<file path="src/hdl/pbts_pkg.sv">
// Shared types and codes of the priority bitmap task scheduler.
package pbts_pkg;

    // One request as it arrives on the input channel.
    typedef struct packed {
        logic [2:0]  req_type;
        logic [4:0]  task_id;
        logic [4:0]  task_priority;
        logic [31:0] delay_ticks;
    } pbts_in_t;

    // One result as it leaves on the output channel.
    typedef struct packed {
        logic [4:0]  run_task;
        logic        switch_now;
        logic [31:0] woken_mask;
        logic [7:0]  lock_level;
        logic [31:0] tick_total;
    } pbts_out_t;

    // Request codes.
    typedef enum logic [2:0] {
        REQ_READY    = 3'd0,
        REQ_UNREADY  = 3'd1,
        REQ_DELAY    = 3'd2,
        REQ_WAKE     = 3'd3,
        REQ_TICK     = 3'd4,
        REQ_LOCK     = 3'd5,
        REQ_UNLOCK   = 3'd6,
        REQ_SCHEDULE = 3'd7
    } pbts_req_t;

    // Datapath operations, one per cycle.
    typedef enum logic [3:0] {
        OP_NONE,
        OP_LOAD,
        OP_DELAY,
        OP_WAKE,
        OP_LOCK,
        OP_UNLOCK,
        OP_RM_LOOK,
        OP_RM_LINK,
        OP_ADD_LOOK,
        OP_ADD_LINK,
        OP_SCAN,
        OP_SLICE,
        OP_FIND,
        OP_PICK,
        OP_OUT
    } pbts_op_t;

    // Which task a queue operation works on.
    typedef enum logic [1:0] {
        TSEL_REQ,
        TSEL_SCAN,
        TSEL_RUN
    } pbts_tsel_t;

    // Controller states.
    typedef enum logic [3:0] {
        ST_IDLE,
        ST_DECODE,
        ST_RM_LOOK,
        ST_RM_LINK,
        ST_ADD_LOOK,
        ST_ADD_LINK,
        ST_SCAN,
        ST_SLICE,
        ST_FIND,
        ST_PICK,
        ST_FIN
    } pbts_state_t;

    // What a queue sequence is doing, so it knows where to return.
    typedef enum logic [1:0] {
        PH_READY,
        PH_UNREADY,
        PH_SCAN,
        PH_ROTATE
    } pbts_phase_t;

    // Commands from the controller to the datapath.
    typedef struct packed {
        pbts_op_t   op;
        pbts_tsel_t tsel;
        logic       at_head;
        logic       new_prio;
        logic       scan_inc;
    } pbts_cmd_t;

    // Status from the datapath to the controller.
    typedef struct packed {
        pbts_req_t req;
        logic      tid_ok;
        logic      scan_expire;
        logic      scan_last;
        logic      slice_rotate;
        logic      lock_zero;
        logic      unlock_to_zero;
        logic      out_free;
    } pbts_status_t;

    localparam logic [7:0] LOCK_MAX    = 8'd255;
    localparam logic [7:0] SLICE_RESET = 8'd10;

endpackage

</file>
<file path="src/hdl/pbts_ctrl.sv">
// Controller state machine that sequences each request through the datapath.
module pbts_ctrl
    import pbts_pkg::*;
(
    input  logic         clk,
    input  logic         rst_n,
    input  logic         in_valid,
    output logic         in_ready,
    input  pbts_status_t status,
    output pbts_cmd_t    cmd
);

    pbts_state_t state_reg, state_next;
    pbts_phase_t phase_reg, phase_next;

    // State and phase registers.
    always_ff @(posedge clk or negedge rst_n)
    begin
        if (!rst_n)
        begin
            state_reg <= ST_IDLE;
            phase_reg <= PH_READY;
        end
        else
        begin
            state_reg <= state_next;
            phase_reg <= phase_next;
        end
    end

    // Next state and commands.
    always_comb
    begin
        state_next   = state_reg;
        phase_next   = phase_reg;
        in_ready     = 1'b0;
        cmd.op       = OP_NONE;
        cmd.tsel     = TSEL_REQ;
        cmd.at_head  = 1'b1;
        cmd.new_prio = 1'b0;
        cmd.scan_inc = 1'b0;
        unique case (phase_reg)
            PH_SCAN:   cmd.tsel = TSEL_SCAN;
            PH_ROTATE: cmd.tsel = TSEL_RUN;
            default:   cmd.tsel = TSEL_REQ;
        endcase
        unique case (state_reg)
            ST_IDLE:
            begin
                in_ready = 1'b1;
                if (in_valid)
                begin
                    cmd.op     = OP_LOAD;
                    state_next = ST_DECODE;
                end
            end
            ST_DECODE:
            begin
                unique case (status.req) inside
                    REQ_READY, REQ_UNREADY:
                    begin
                        phase_next = (status.req == REQ_READY) ? PH_READY : PH_UNREADY;
                        state_next = status.tid_ok ? ST_RM_LOOK : ST_FIN;
                    end
                    REQ_DELAY:
                    begin
                        cmd.op     = OP_DELAY;
                        state_next = ST_FIN;
                    end
                    REQ_WAKE:
                    begin
                        cmd.op     = OP_WAKE;
                        state_next = ST_FIN;
                    end
                    REQ_TICK:
                    begin
                        phase_next = PH_SCAN;
                        state_next = ST_SCAN;
                    end
                    REQ_LOCK:
                    begin
                        cmd.op     = OP_LOCK;
                        state_next = ST_FIN;
                    end
                    REQ_UNLOCK:
                    begin
                        cmd.op     = OP_UNLOCK;
                        state_next = status.unlock_to_zero ? ST_FIND : ST_FIN;
                    end
                    default:
                    begin
                        state_next = ST_FIND;
                    end
                endcase
            end
            ST_RM_LOOK:
            begin
                cmd.op     = OP_RM_LOOK;
                state_next = ST_RM_LINK;
            end
            ST_RM_LINK:
            begin
                cmd.op     = OP_RM_LINK;
                state_next = (phase_reg == PH_UNREADY) ? ST_FIN : ST_ADD_LOOK;
            end
            ST_ADD_LOOK:
            begin
                cmd.op       = OP_ADD_LOOK;
                cmd.new_prio = (phase_reg == PH_READY);
                state_next   = ST_ADD_LINK;
            end
            ST_ADD_LINK:
            begin
                cmd.op      = OP_ADD_LINK;
                cmd.at_head = (phase_reg != PH_ROTATE);
                unique case (phase_reg)
                    PH_SCAN:
                    begin
                        cmd.scan_inc = 1'b1;
                        state_next   = status.scan_last ? ST_SLICE : ST_SCAN;
                    end
                    PH_ROTATE: state_next = ST_FIND;
                    default:   state_next = ST_FIN;
                endcase
            end
            ST_SCAN:
            begin
                cmd.op = OP_SCAN;
                if (status.scan_expire)
                begin
                    state_next = ST_RM_LOOK;
                end
                else
                begin
                    cmd.scan_inc = 1'b1;
                    state_next   = status.scan_last ? ST_SLICE : ST_SCAN;
                end
            end
            ST_SLICE:
            begin
                cmd.op = OP_SLICE;
                if (status.slice_rotate)
                begin
                    phase_next = PH_ROTATE;
                    state_next = ST_RM_LOOK;
                end
                else
                begin
                    state_next = ST_FIND;
                end
            end
            ST_FIND:
            begin
                if (status.lock_zero)
                begin
                    cmd.op     = OP_FIND;
                    state_next = ST_PICK;
                end
                else
                begin
                    state_next = ST_FIN;
                end
            end
            ST_PICK:
            begin
                cmd.op     = OP_PICK;
                state_next = ST_FIN;
            end
            ST_FIN:
            begin
                if (status.out_free)
                begin
                    cmd.op     = OP_OUT;
                    state_next = ST_IDLE;
                end
            end
            default:
            begin
                state_next = ST_IDLE;
            end
        endcase
    end

endmodule

</file>
<file path="src/hdl/pbts_datapath.sv">
// Datapath of the scheduler: ready queues, delay counters, slices and result register.
module pbts_datapath
    import pbts_pkg::*;
#(
    parameter int NUM_TASKS      = 32,
    parameter int NUM_PRIORITIES = 32
)
(
    input  logic         clk,
    input  logic         rst_n,
    input  pbts_in_t     in_data,
    input  logic         cfg_valid,
    input  logic [7:0]   cfg_data,
    input  pbts_cmd_t    cmd,
    output pbts_status_t status,
    output logic         out_valid,
    input  logic         out_ready,
    output pbts_out_t    out_data
);

    localparam int TW = $clog2(NUM_TASKS);
    localparam int PW = $clog2(NUM_PRIORITIES);
    localparam int CW = $clog2(NUM_TASKS + 1);

    // Control state.
    logic [7:0]          slice_length_reg;
    logic [NUM_PRIORITIES-1:0] bitmap_reg;
    logic [CW-1:0]       count_reg [NUM_PRIORITIES];
    logic [NUM_TASKS-1:0] delayed_reg;
    logic [NUM_TASKS-1:0] inq_reg;
    logic [7:0]          slice_reg [NUM_TASKS];
    logic [TW-1:0]       running_reg;
    logic [7:0]          lock_reg;
    logic [31:0]         tick_reg;
    logic                out_valid_reg;

    // Storage without reset.
    logic [TW-1:0]       head_mem [NUM_PRIORITIES];
    logic [TW-1:0]       tail_mem [NUM_PRIORITIES];
    logic [TW-1:0]       next_mem [NUM_TASKS];
    logic [TW-1:0]       prev_mem [NUM_TASKS];
    logic [PW-1:0]       prio_mem [NUM_TASKS];
    logic [31:0]         dcnt_mem [NUM_TASKS];

    // Per-request working registers.
    pbts_in_t            req_reg;
    logic [31:0]         woken_reg;
    logic                sw_reg;
    logic [TW-1:0]       scan_reg;
    logic [PW-1:0]       p_reg;
    logic [TW-1:0]       pv_reg;
    logic [TW-1:0]       nx_reg;
    logic                inq_l_reg;
    logic                any_reg;
    pbts_out_t           out_data_reg;

    logic [TW-1:0]       t_req;
    logic [TW-1:0]       t_sel;
    logic [PW-1:0]       prio_sat;
    logic                tid_ok;
    logic [PW-1:0]       ffs_p;
    logic                ffs_any;
    logic [TW-1:0]       pick;

    // Request decoding.
    assign t_req    = TW'(req_reg.task_id);
    assign tid_ok   = (32'(req_reg.task_id) < NUM_TASKS);
    assign prio_sat = (32'(req_reg.task_priority) >= NUM_PRIORITIES) ?
                      PW'(NUM_PRIORITIES - 1) : PW'(req_reg.task_priority);
    assign pick     = head_mem[p_reg];

    // Task selection for queue operations.
    always_comb
    begin
        case (cmd.tsel)
            TSEL_SCAN: t_sel = scan_reg;
            TSEL_RUN:  t_sel = running_reg;
            default:   t_sel = t_req;
        endcase
    end

    // Lowest-numbered non-empty priority.
    always_comb
    begin
        ffs_p   = '0;
        ffs_any = 1'b0;
        for (int i = NUM_PRIORITIES - 1; i >= 0; i--)
        begin
            if (bitmap_reg[i])
            begin
                ffs_p   = PW'(i);
                ffs_any = 1'b1;
            end
        end
    end

    // Status toward the controller.
    always_comb
    begin
        status.req            = pbts_req_t'(req_reg.req_type);
        status.tid_ok         = tid_ok;
        status.scan_expire    = delayed_reg[scan_reg] && (dcnt_mem[scan_reg] == 32'd1);
        status.scan_last      = (32'(scan_reg) == NUM_TASKS - 1);
        status.slice_rotate   = (slice_reg[running_reg] == 8'd1) && inq_reg[running_reg] &&
                                (count_reg[prio_mem[running_reg]] > CW'(1));
        status.lock_zero      = (lock_reg == 8'd0);
        status.unlock_to_zero = (lock_reg == 8'd1);
        status.out_free       = !out_valid_reg || out_ready;
    end

    // Control registers with reset.
    always_ff @(posedge clk or negedge rst_n)
    begin
        if (!rst_n)
        begin
            slice_length_reg <= SLICE_RESET;
            bitmap_reg       <= '0;
            delayed_reg      <= '0;
            inq_reg          <= '0;
            running_reg      <= TW'(NUM_TASKS - 1);
            lock_reg         <= 8'd0;
            tick_reg         <= 32'd0;
            out_valid_reg    <= 1'b0;
            for (int i = 0; i < NUM_PRIORITIES; i++)
            begin
                count_reg[i] <= '0;
            end
            for (int i = 0; i < NUM_TASKS; i++)
            begin
                slice_reg[i] <= SLICE_RESET;
            end
        end
        else
        begin
            if (cfg_valid)
            begin
                slice_length_reg <= cfg_data;
            end
            // The output register fills on the final step and empties on a transfer.
            if (cmd.op == OP_OUT)
            begin
                out_valid_reg <= 1'b1;
            end
            else if (out_valid_reg && out_ready)
            begin
                out_valid_reg <= 1'b0;
            end
            case (cmd.op)
                OP_DELAY:
                begin
                    if (tid_ok)
                    begin
                        delayed_reg[t_req] <= 1'b1;
                    end
                end
                OP_WAKE:
                begin
                    if (tid_ok)
                    begin
                        delayed_reg[t_req] <= 1'b0;
                    end
                end
                OP_LOCK:
                begin
                    if (lock_reg != LOCK_MAX)
                    begin
                        lock_reg <= lock_reg + 8'd1;
                    end
                end
                OP_UNLOCK:
                begin
                    if (lock_reg != 8'd0)
                    begin
                        lock_reg <= lock_reg - 8'd1;
                    end
                end
                OP_RM_LINK:
                begin
                    if (inq_l_reg)
                    begin
                        if (count_reg[p_reg] != '0)
                        begin
                            count_reg[p_reg] <= count_reg[p_reg] - CW'(1);
                        end
                        bitmap_reg[p_reg] <= (count_reg[p_reg] > CW'(1));
                        inq_reg[t_sel]    <= 1'b0;
                    end
                end
                OP_ADD_LINK:
                begin
                    count_reg[p_reg]  <= count_reg[p_reg] + CW'(1);
                    bitmap_reg[p_reg] <= 1'b1;
                    inq_reg[t_sel]    <= 1'b1;
                end
                OP_SCAN:
                begin
                    if (status.scan_expire)
                    begin
                        delayed_reg[scan_reg] <= 1'b0;
                    end
                end
                OP_SLICE:
                begin
                    if (slice_reg[running_reg] == 8'd1)
                    begin
                        slice_reg[running_reg] <= slice_length_reg;
                    end
                    else
                    begin
                        slice_reg[running_reg] <= slice_reg[running_reg] - 8'd1;
                    end
                    tick_reg <= tick_reg + 32'd1;
                end
                OP_PICK:
                begin
                    if (any_reg && (pick != running_reg))
                    begin
                        running_reg <= pick;
                    end
                end
                default:
                begin
                end
            endcase
        end
    end

    // Queue links, priorities, delay counters and working registers.
    always_ff @(posedge clk)
    begin
        case (cmd.op)
            OP_LOAD:
            begin
                req_reg   <= in_data;
                woken_reg <= 32'd0;
                sw_reg    <= 1'b0;
                scan_reg  <= '0;
            end
            OP_DELAY:
            begin
                if (tid_ok)
                begin
                    dcnt_mem[t_req] <= (req_reg.delay_ticks == 32'd0) ?
                                       32'd1 : req_reg.delay_ticks;
                end
            end
            OP_RM_LOOK:
            begin
                p_reg     <= prio_mem[t_sel];
                pv_reg    <= prev_mem[t_sel];
                nx_reg    <= next_mem[t_sel];
                inq_l_reg <= inq_reg[t_sel];
            end
            OP_RM_LINK:
            begin
                if (inq_l_reg)
                begin
                    if (head_mem[p_reg] == t_sel)
                    begin
                        head_mem[p_reg] <= nx_reg;
                    end
                    else
                    begin
                        next_mem[pv_reg] <= nx_reg;
                    end
                    if (tail_mem[p_reg] == t_sel)
                    begin
                        tail_mem[p_reg] <= pv_reg;
                    end
                    else
                    begin
                        prev_mem[nx_reg] <= pv_reg;
                    end
                end
            end
            OP_ADD_LOOK:
            begin
                if (cmd.new_prio)
                begin
                    prio_mem[t_sel] <= prio_sat;
                    p_reg           <= prio_sat;
                end
                else
                begin
                    p_reg <= prio_mem[t_sel];
                end
            end
            OP_ADD_LINK:
            begin
                if (count_reg[p_reg] == '0)
                begin
                    head_mem[p_reg] <= t_sel;
                    tail_mem[p_reg] <= t_sel;
                end
                else if (cmd.at_head)
                begin
                    next_mem[t_sel]           <= head_mem[p_reg];
                    prev_mem[head_mem[p_reg]] <= t_sel;
                    head_mem[p_reg]           <= t_sel;
                end
                else
                begin
                    prev_mem[t_sel]           <= tail_mem[p_reg];
                    next_mem[tail_mem[p_reg]] <= t_sel;
                    tail_mem[p_reg]           <= t_sel;
                end
                if (cmd.scan_inc)
                begin
                    scan_reg <= scan_reg + TW'(1);
                end
            end
            OP_SCAN:
            begin
                if (delayed_reg[scan_reg])
                begin
                    dcnt_mem[scan_reg] <= dcnt_mem[scan_reg] - 32'd1;
                end
                if (status.scan_expire)
                begin
                    woken_reg <= woken_reg | (32'd1 << scan_reg);
                end
                if (cmd.scan_inc)
                begin
                    scan_reg <= scan_reg + TW'(1);
                end
            end
            OP_FIND:
            begin
                p_reg   <= ffs_p;
                any_reg <= ffs_any;
            end
            OP_PICK:
            begin
                sw_reg <= any_reg && (pick != running_reg);
            end
            OP_OUT:
            begin
                out_data_reg.run_task   <= 5'(running_reg);
                out_data_reg.switch_now <= sw_reg;
                out_data_reg.woken_mask <= woken_reg;
                out_data_reg.lock_level <= lock_reg;
                out_data_reg.tick_total <= tick_reg;
            end
            default:
            begin
            end
        endcase
    end

    assign out_valid = out_valid_reg;
    assign out_data  = out_data_reg;

endmodule

</file>
<file path="src/hdl/priority_bitmap_task_scheduler_core.sv">
// Top level of the priority bitmap task scheduler.
// One request is worked on at a time, and the next is taken while the previous result
// still waits in the output register. Ready removes and requeues its task, unready
// only removes it, unlock also picks anew when the lock drops to zero, and schedule
// picks the next task unless locked. A tick walks every delay counter one per cycle
// through the single scan step, pausing to requeue each expired task, and rotates the
// running task behind its equal-priority peers when its slice ends. Each queue change
// runs as a look-up step followed by a link step on the shared queue tables.
module priority_bitmap_task_scheduler_core
    import pbts_pkg::*;
#(
    parameter int NUM_TASKS      = 32,
    parameter int NUM_PRIORITIES = 32
)
(
    input  logic       clk,
    input  logic       rst_n,
    input  logic       in_valid,
    output logic       in_ready,
    input  pbts_in_t   in_data,
    output logic       out_valid,
    input  logic       out_ready,
    output pbts_out_t  out_data,
    input  logic       cfg_valid,
    output logic       cfg_ready,
    input  logic [7:0] cfg_data
);

    pbts_cmd_t    cmd;
    pbts_status_t status;

    // The slice length register takes a write in any cycle.
    assign cfg_ready = 1'b1;

    pbts_ctrl u_ctrl (
        .clk      (clk),
        .rst_n    (rst_n),
        .in_valid (in_valid),
        .in_ready (in_ready),
        .status   (status),
        .cmd      (cmd)
    );

    pbts_datapath #(
        .NUM_TASKS      (NUM_TASKS),
        .NUM_PRIORITIES (NUM_PRIORITIES)
    ) u_datapath (
        .clk       (clk),
        .rst_n     (rst_n),
        .in_data   (in_data),
        .cfg_valid (cfg_valid),
        .cfg_data  (cfg_data),
        .cmd       (cmd),
        .status    (status),
        .out_valid (out_valid),
        .out_ready (out_ready),
        .out_data  (out_data)
    );

    // Only one request is in flight: a transfer in is never followed by another at once.
    assert property (@(posedge clk) disable iff (!rst_n)
        in_valid && in_ready |=> !in_ready)
        else $error("input accepted while a request is still in work");

    // A task switch can only be reported while the scheduler is unlocked.
    assert property (@(posedge clk) disable iff (!rst_n)
        out_valid && out_data.switch_now |-> out_data.lock_level == 8'd0)
        else $error("switch reported while locked");

    // A result stays valid until it has left; the next is only loaded once it leaves.
    assert property (@(posedge clk) disable iff (!rst_n)
        out_valid && !out_ready |=> out_valid)
        else $error("result dropped before transfer");

endmodule
</file>
<file path="config.mk">
export PLATFORM = sky130hd
export DESIGN_NAME = priority_bitmap_task_scheduler_core
export DESIGN_NICKNAME = d
export VERILOG_FILES = /design/src/hdl/pbts_pkg.sv /design/src/hdl/pbts_ctrl.sv /design/src/hdl/pbts_datapath.sv /design/src/hdl/priority_bitmap_task_scheduler_core.sv
export SDC_FILE = /design/constraint.sdc
export NUM_CORES = 2
export LEC_CHECK = 0
export BUFFER_PORTS_ARGS = -buffer_cell sky130_fd_sc_hd__clkbuf_2
export CORE_AREA = 2 2 414 416
export CTS_BUF_LIST = sky130_fd_sc_hd__clkbuf_4
export DETAILED_ROUTE_END_ITERATION = 12
export DIE_AREA = 0 0 416 418
export GPL_TIMING_DRIVEN = 0
export HOLD_SLACK_MARGIN = 0.05
export PLACE_DENSITY_LB_ADDON = 0.1
export SLEW_MARGIN = 40
export SYNTH_ARGS = -nofsm -noshare
export SYNTH_HDL_FRONTEND = slang
export SYNTH_HIERARCHICAL = 1
export SYNTH_SLANG_ARGS = --single-unit
</file>
<file path="constraint.sdc">
create_clock -name clk -period 12.2 [get_ports clk]
set_clock_uncertainty 0.15 [all_clocks]
set_input_delay 0 -clock clk [delete_from_list [all_inputs] [get_ports clk]]
set_output_delay 0 -clock clk [all_outputs]
set_load 0.005 [all_outputs]
</file>
==> impl_metrics.toml <==
[run_status]
run_status = "finished, final reports clean"

[routing]
post-route-drc-count = 0
post_drt_wl_per_cell_um = 31.32
met2_length_mm = 158.3
detail_route.iter0.violations = 10730
vias_per_cell = 6.752
wl_met3_mm = 43.51
routed_wl_mm = 343.4
drt_first_pass_iters = 8
top_signal_layer_used = "met5"
drt-met1-wl_mm = 121.1
ant_nets = 0
detailroute.via_count = 74030

[yosys]
synthesis.yosys.warnings = 6
synth_largest_type_area_fraction = 0.5481
synth_async_reset_ratio = 0.2309
post_synth_main_area_contributors = "sky130_fd_sc_hd__edfxtp_1, sky130_fd_sc_hd__dfrtp_1, sky130_fd_sc_hd__mux4_2"
netlist.top_cell.by_area = "sky130_fd_sc_hd__edfxtp_1"
mappedNetlistNets = 7198
synth_edf_count = 2002
synth_flop_cell = "sky130_fd_sc_hd__edfxtp_1"
syn_area_um2 = 109700
synth-seq-cells = 2616
count_of_mapped_cells_out_of_synthesis = 7119
seq_area_frac_synth = 0.6885
avgSynthCellArea_um2 = 15.41
synth.distinct_cells = 91

[place]
place.detailed.hpwl_mm = 232.8
port_buffers = 136
placed_cell_area_um2 = 117100
place.gp.congestion = 0.9939
preCtsSetupSlack_ns = 5.530

[global_routing]
grt_pass1_vias = 72640
global_route.usage.total = 0.3961
grt_remaining_overflow = 0
antenna_found_initial = 13
wire_length_of_the_first_global_routing_pass_mm = 491.8
grt_max_degree = 74

[worst_hold_path]
number_of_cells_traversed_by_the_worst_hold_path = 4
worstHoldEndpoint = "u_datapath/req_reg[8]"
worst_hold_path_type = "input port to flip-flop"
hold_path.startpoint = "in_data[8]"

[clock_network]
postCtsSetupBuffers = 0
numCtsBuffers = 658
tritoncts = "yes"
deepest_clock_path_buffer_count = 4
cts.sinks = 2616
number_of_gates_resized_after_cts = 0
clkTransAtPathRegs_ns = 0.07
hold_buffer_count_at_cts = 174
clock_latency_reported_for_the_late_side_of_the_worst_skew_pair_ns = 1.49
root_buffer = "sky130_fd_sc_hd__clkbuf_4"
cts_htree_levels = 6

[critical_path]
worstRegToRegCells = 14
cpPeakStageDelay_ns = 0.82
timing.setup.critical_path_class = "flip-flop to flip-flop"
launching_point_of_the_worst_reg2reg_path = "u_datapath/lock_reg[2]"
start_kind = "flip-flop"
reg2reg_to = "u_datapath/prev_mem[24][3]"
crit_required_ns = 13.07
ff2ff_setup_slack_ns = 5.28
worst_setup_path_startpoint = "u_datapath/lock_reg[2]"
cpLargestDelayFamily = "simple AND/OR/NAND/NOR gates"
path_buf_inv = 2
critical_path.endpoint_type = "flip-flop"
critical_path_peak_fanout = 37
crit_path_cell_trace = "clkbuf_1 > or4_1 > nor3_1 > and2_1 > o21ai_0 > o21ai_0 > clkbuf_1 > nor2b_1 > nand2_1 > a31oi_4 > mux2_2 > nand2b_1 > nand2b_1 > nor2_1"
slowest_stage = "sky130_fd_sc_hd__mux2_2"
cp_data_arrival_time_ns = 7.80

[finish]
nFillCells = 10220
finalInstanceArea_um2 = 127300
utilization = 0.7527
layout_common_cells = "sky130_fd_sc_hd__edfxtp_1, sky130_fd_sc_hd__clkbuf_4, sky130_fd_sc_hd__nand2_1, sky130_fd_sc_hd__dfrtp_1, sky130_fd_sc_hd__nor2_1"
share_of_post_route_cells_with_drive_strength_above_1 = 0.2792
largest_reg_flops = 1024
syn_to_final_growth_pct = 16.04
leading_cell_type_in_the_layout_fill_and_taps_excluded = "sky130_fd_sc_hd__edfxtp_1"
layout.nets = 8333

[die]
die_height_um = 418
floorplan.core_area_um2 = 169100
dieArea_um2 = 173900
initial_core_util = 0.6487
floorplan.io_pins = 139
core.rowCount = 151
chipWidth_um = 416

[power]
total_power_mw = 32.28
vdd.ir_drop.worst_mv = 0.1874
leakagePower_nw = 46.55
power_density_nw_per_um2 = 253.7

[sta]
timing.hold.ws_ns = 0.2091
report.final.hold_viol_count = 0
max_clock_freq_mhz = 144.4
rsz_0062_raised_after_global_routing = "no"
postLayoutSetupSlackWorst_ns = 5.275
slew_headroom = 0.3484
finalCriticalPeriod_ns = 6.925
final-setup-viol-count = 0
slew_viol_final = 0
worst_slew_pin_slew_ns = 0.9700
post-route-period-util = 0.5676

[job]
maxCapViolations = 0
==> worst reg2reg max path: cells and delay by family (launching register included) <==
kind | cells | cell delay [ns]
muxes | 1 | 0.83
AOI/OAI and AO/OA | 3 | 1.13
DFF | 1 | 0.38
and+or+nand+nor | 8 | 3.50
buffers and inverters | 2 | 0.56
==> Yosys cell counts (all sizes together) (11+ instances only) <==
master,instances
nor3,105
dfstp,71
a22o,14
mux4,406
nor2b,44
mux2i,410
nor2,514
and3,43
inv,33
edfxtp,2002
or4,22
or2,11
a21oi,320
ha,21
xor2,23
a22oi,244
xnor2,67
nand4,45
a31oi,52
nand3,146
and2,16
buf,248
dfrtp,533
mux2,238
or3,14
a211oi,56
o22ai,62
o21ai,365
nor4,29
clkbuf,201
nand3b,11
nand2,570
a311oi,13
nand2b,44
==> logic make-up after synthesis <==
kind of cell             Yosys count  share of synthesized area
AO/OA/AOI/OAI                   1210                    0.06739
XOR/XNOR                          90                   0.007186
adder cells (fa/ha/maj)           21                   0.002395
buffers and inverters            483                    0.02109
flip-flops                      2616                     0.6885
multiplexers                    1054                     0.1452
other                              2                 0.00006847
AND/OR/NAND/NOR                 1643                    0.06810
==> power by group <==
| part | internal [mW] | switching [mW] | leakage [nW] | total [mW] |
|---|---|---|---|---|
| logic | 4.14 | 9.03 | 15.4 | 13.2 |
| registers | 11.1 | 0.552 | 26.2 | 11.6 |
| clock network | 3.93 | 3.55 | 4.97 | 7.48 |
| total | 19.2 | 13.1 | 46.5 | 32.3 |
==> routing by layer <==
layer,global-route usage,vias up
met3,0.1135,1165
met2,0.6038,5501
li1,-,30320
met4,0.2136,16
met1,0.5219,37030
met5,0,-
==> stage by stage <==
stage	cells	TNS, ns
after floorplan	7119	0
after global placement	9473	-1697.14
after detailed placement	9636	0
after CTS	10950	0
after global routing	10960	0
final	10960	0
==> layout make-up <==
type                            count  area (um2)  area share
Sequential cell                  2616       75520      0.5934
Multi-Input combinational cell   4020       32770      0.2575
Clock buffer                      977        7335     0.05763
Timing Repair Buffer              475        5498     0.04320
Tap cell                         2218        2775     0.02180
Buffer                            449        2230     0.01752
Clock inverter                    158       978.4    0.007688
Inverter                           34       127.6    0.001003
Antenna cell                       16       40.04   0.0003146
==> worst max path at each step <==
stage,end,slack [ns],cells past startpoint
final,u_datapath/prev_mem[24][3],5.28,14
after global placement,u_datapath/count_reg[153],-3.28,1
after floorplan,u_datapath/woken_reg[0],5.92,9
after global routing,u_datapath/prev_mem[28][4],5.09,14
after detailed placement,u_datapath/prev_mem[28][0],5.53,14
after CTS,u_datapath/next_mem[15][2],5.46,15
(Power assumes the default switching activity.)
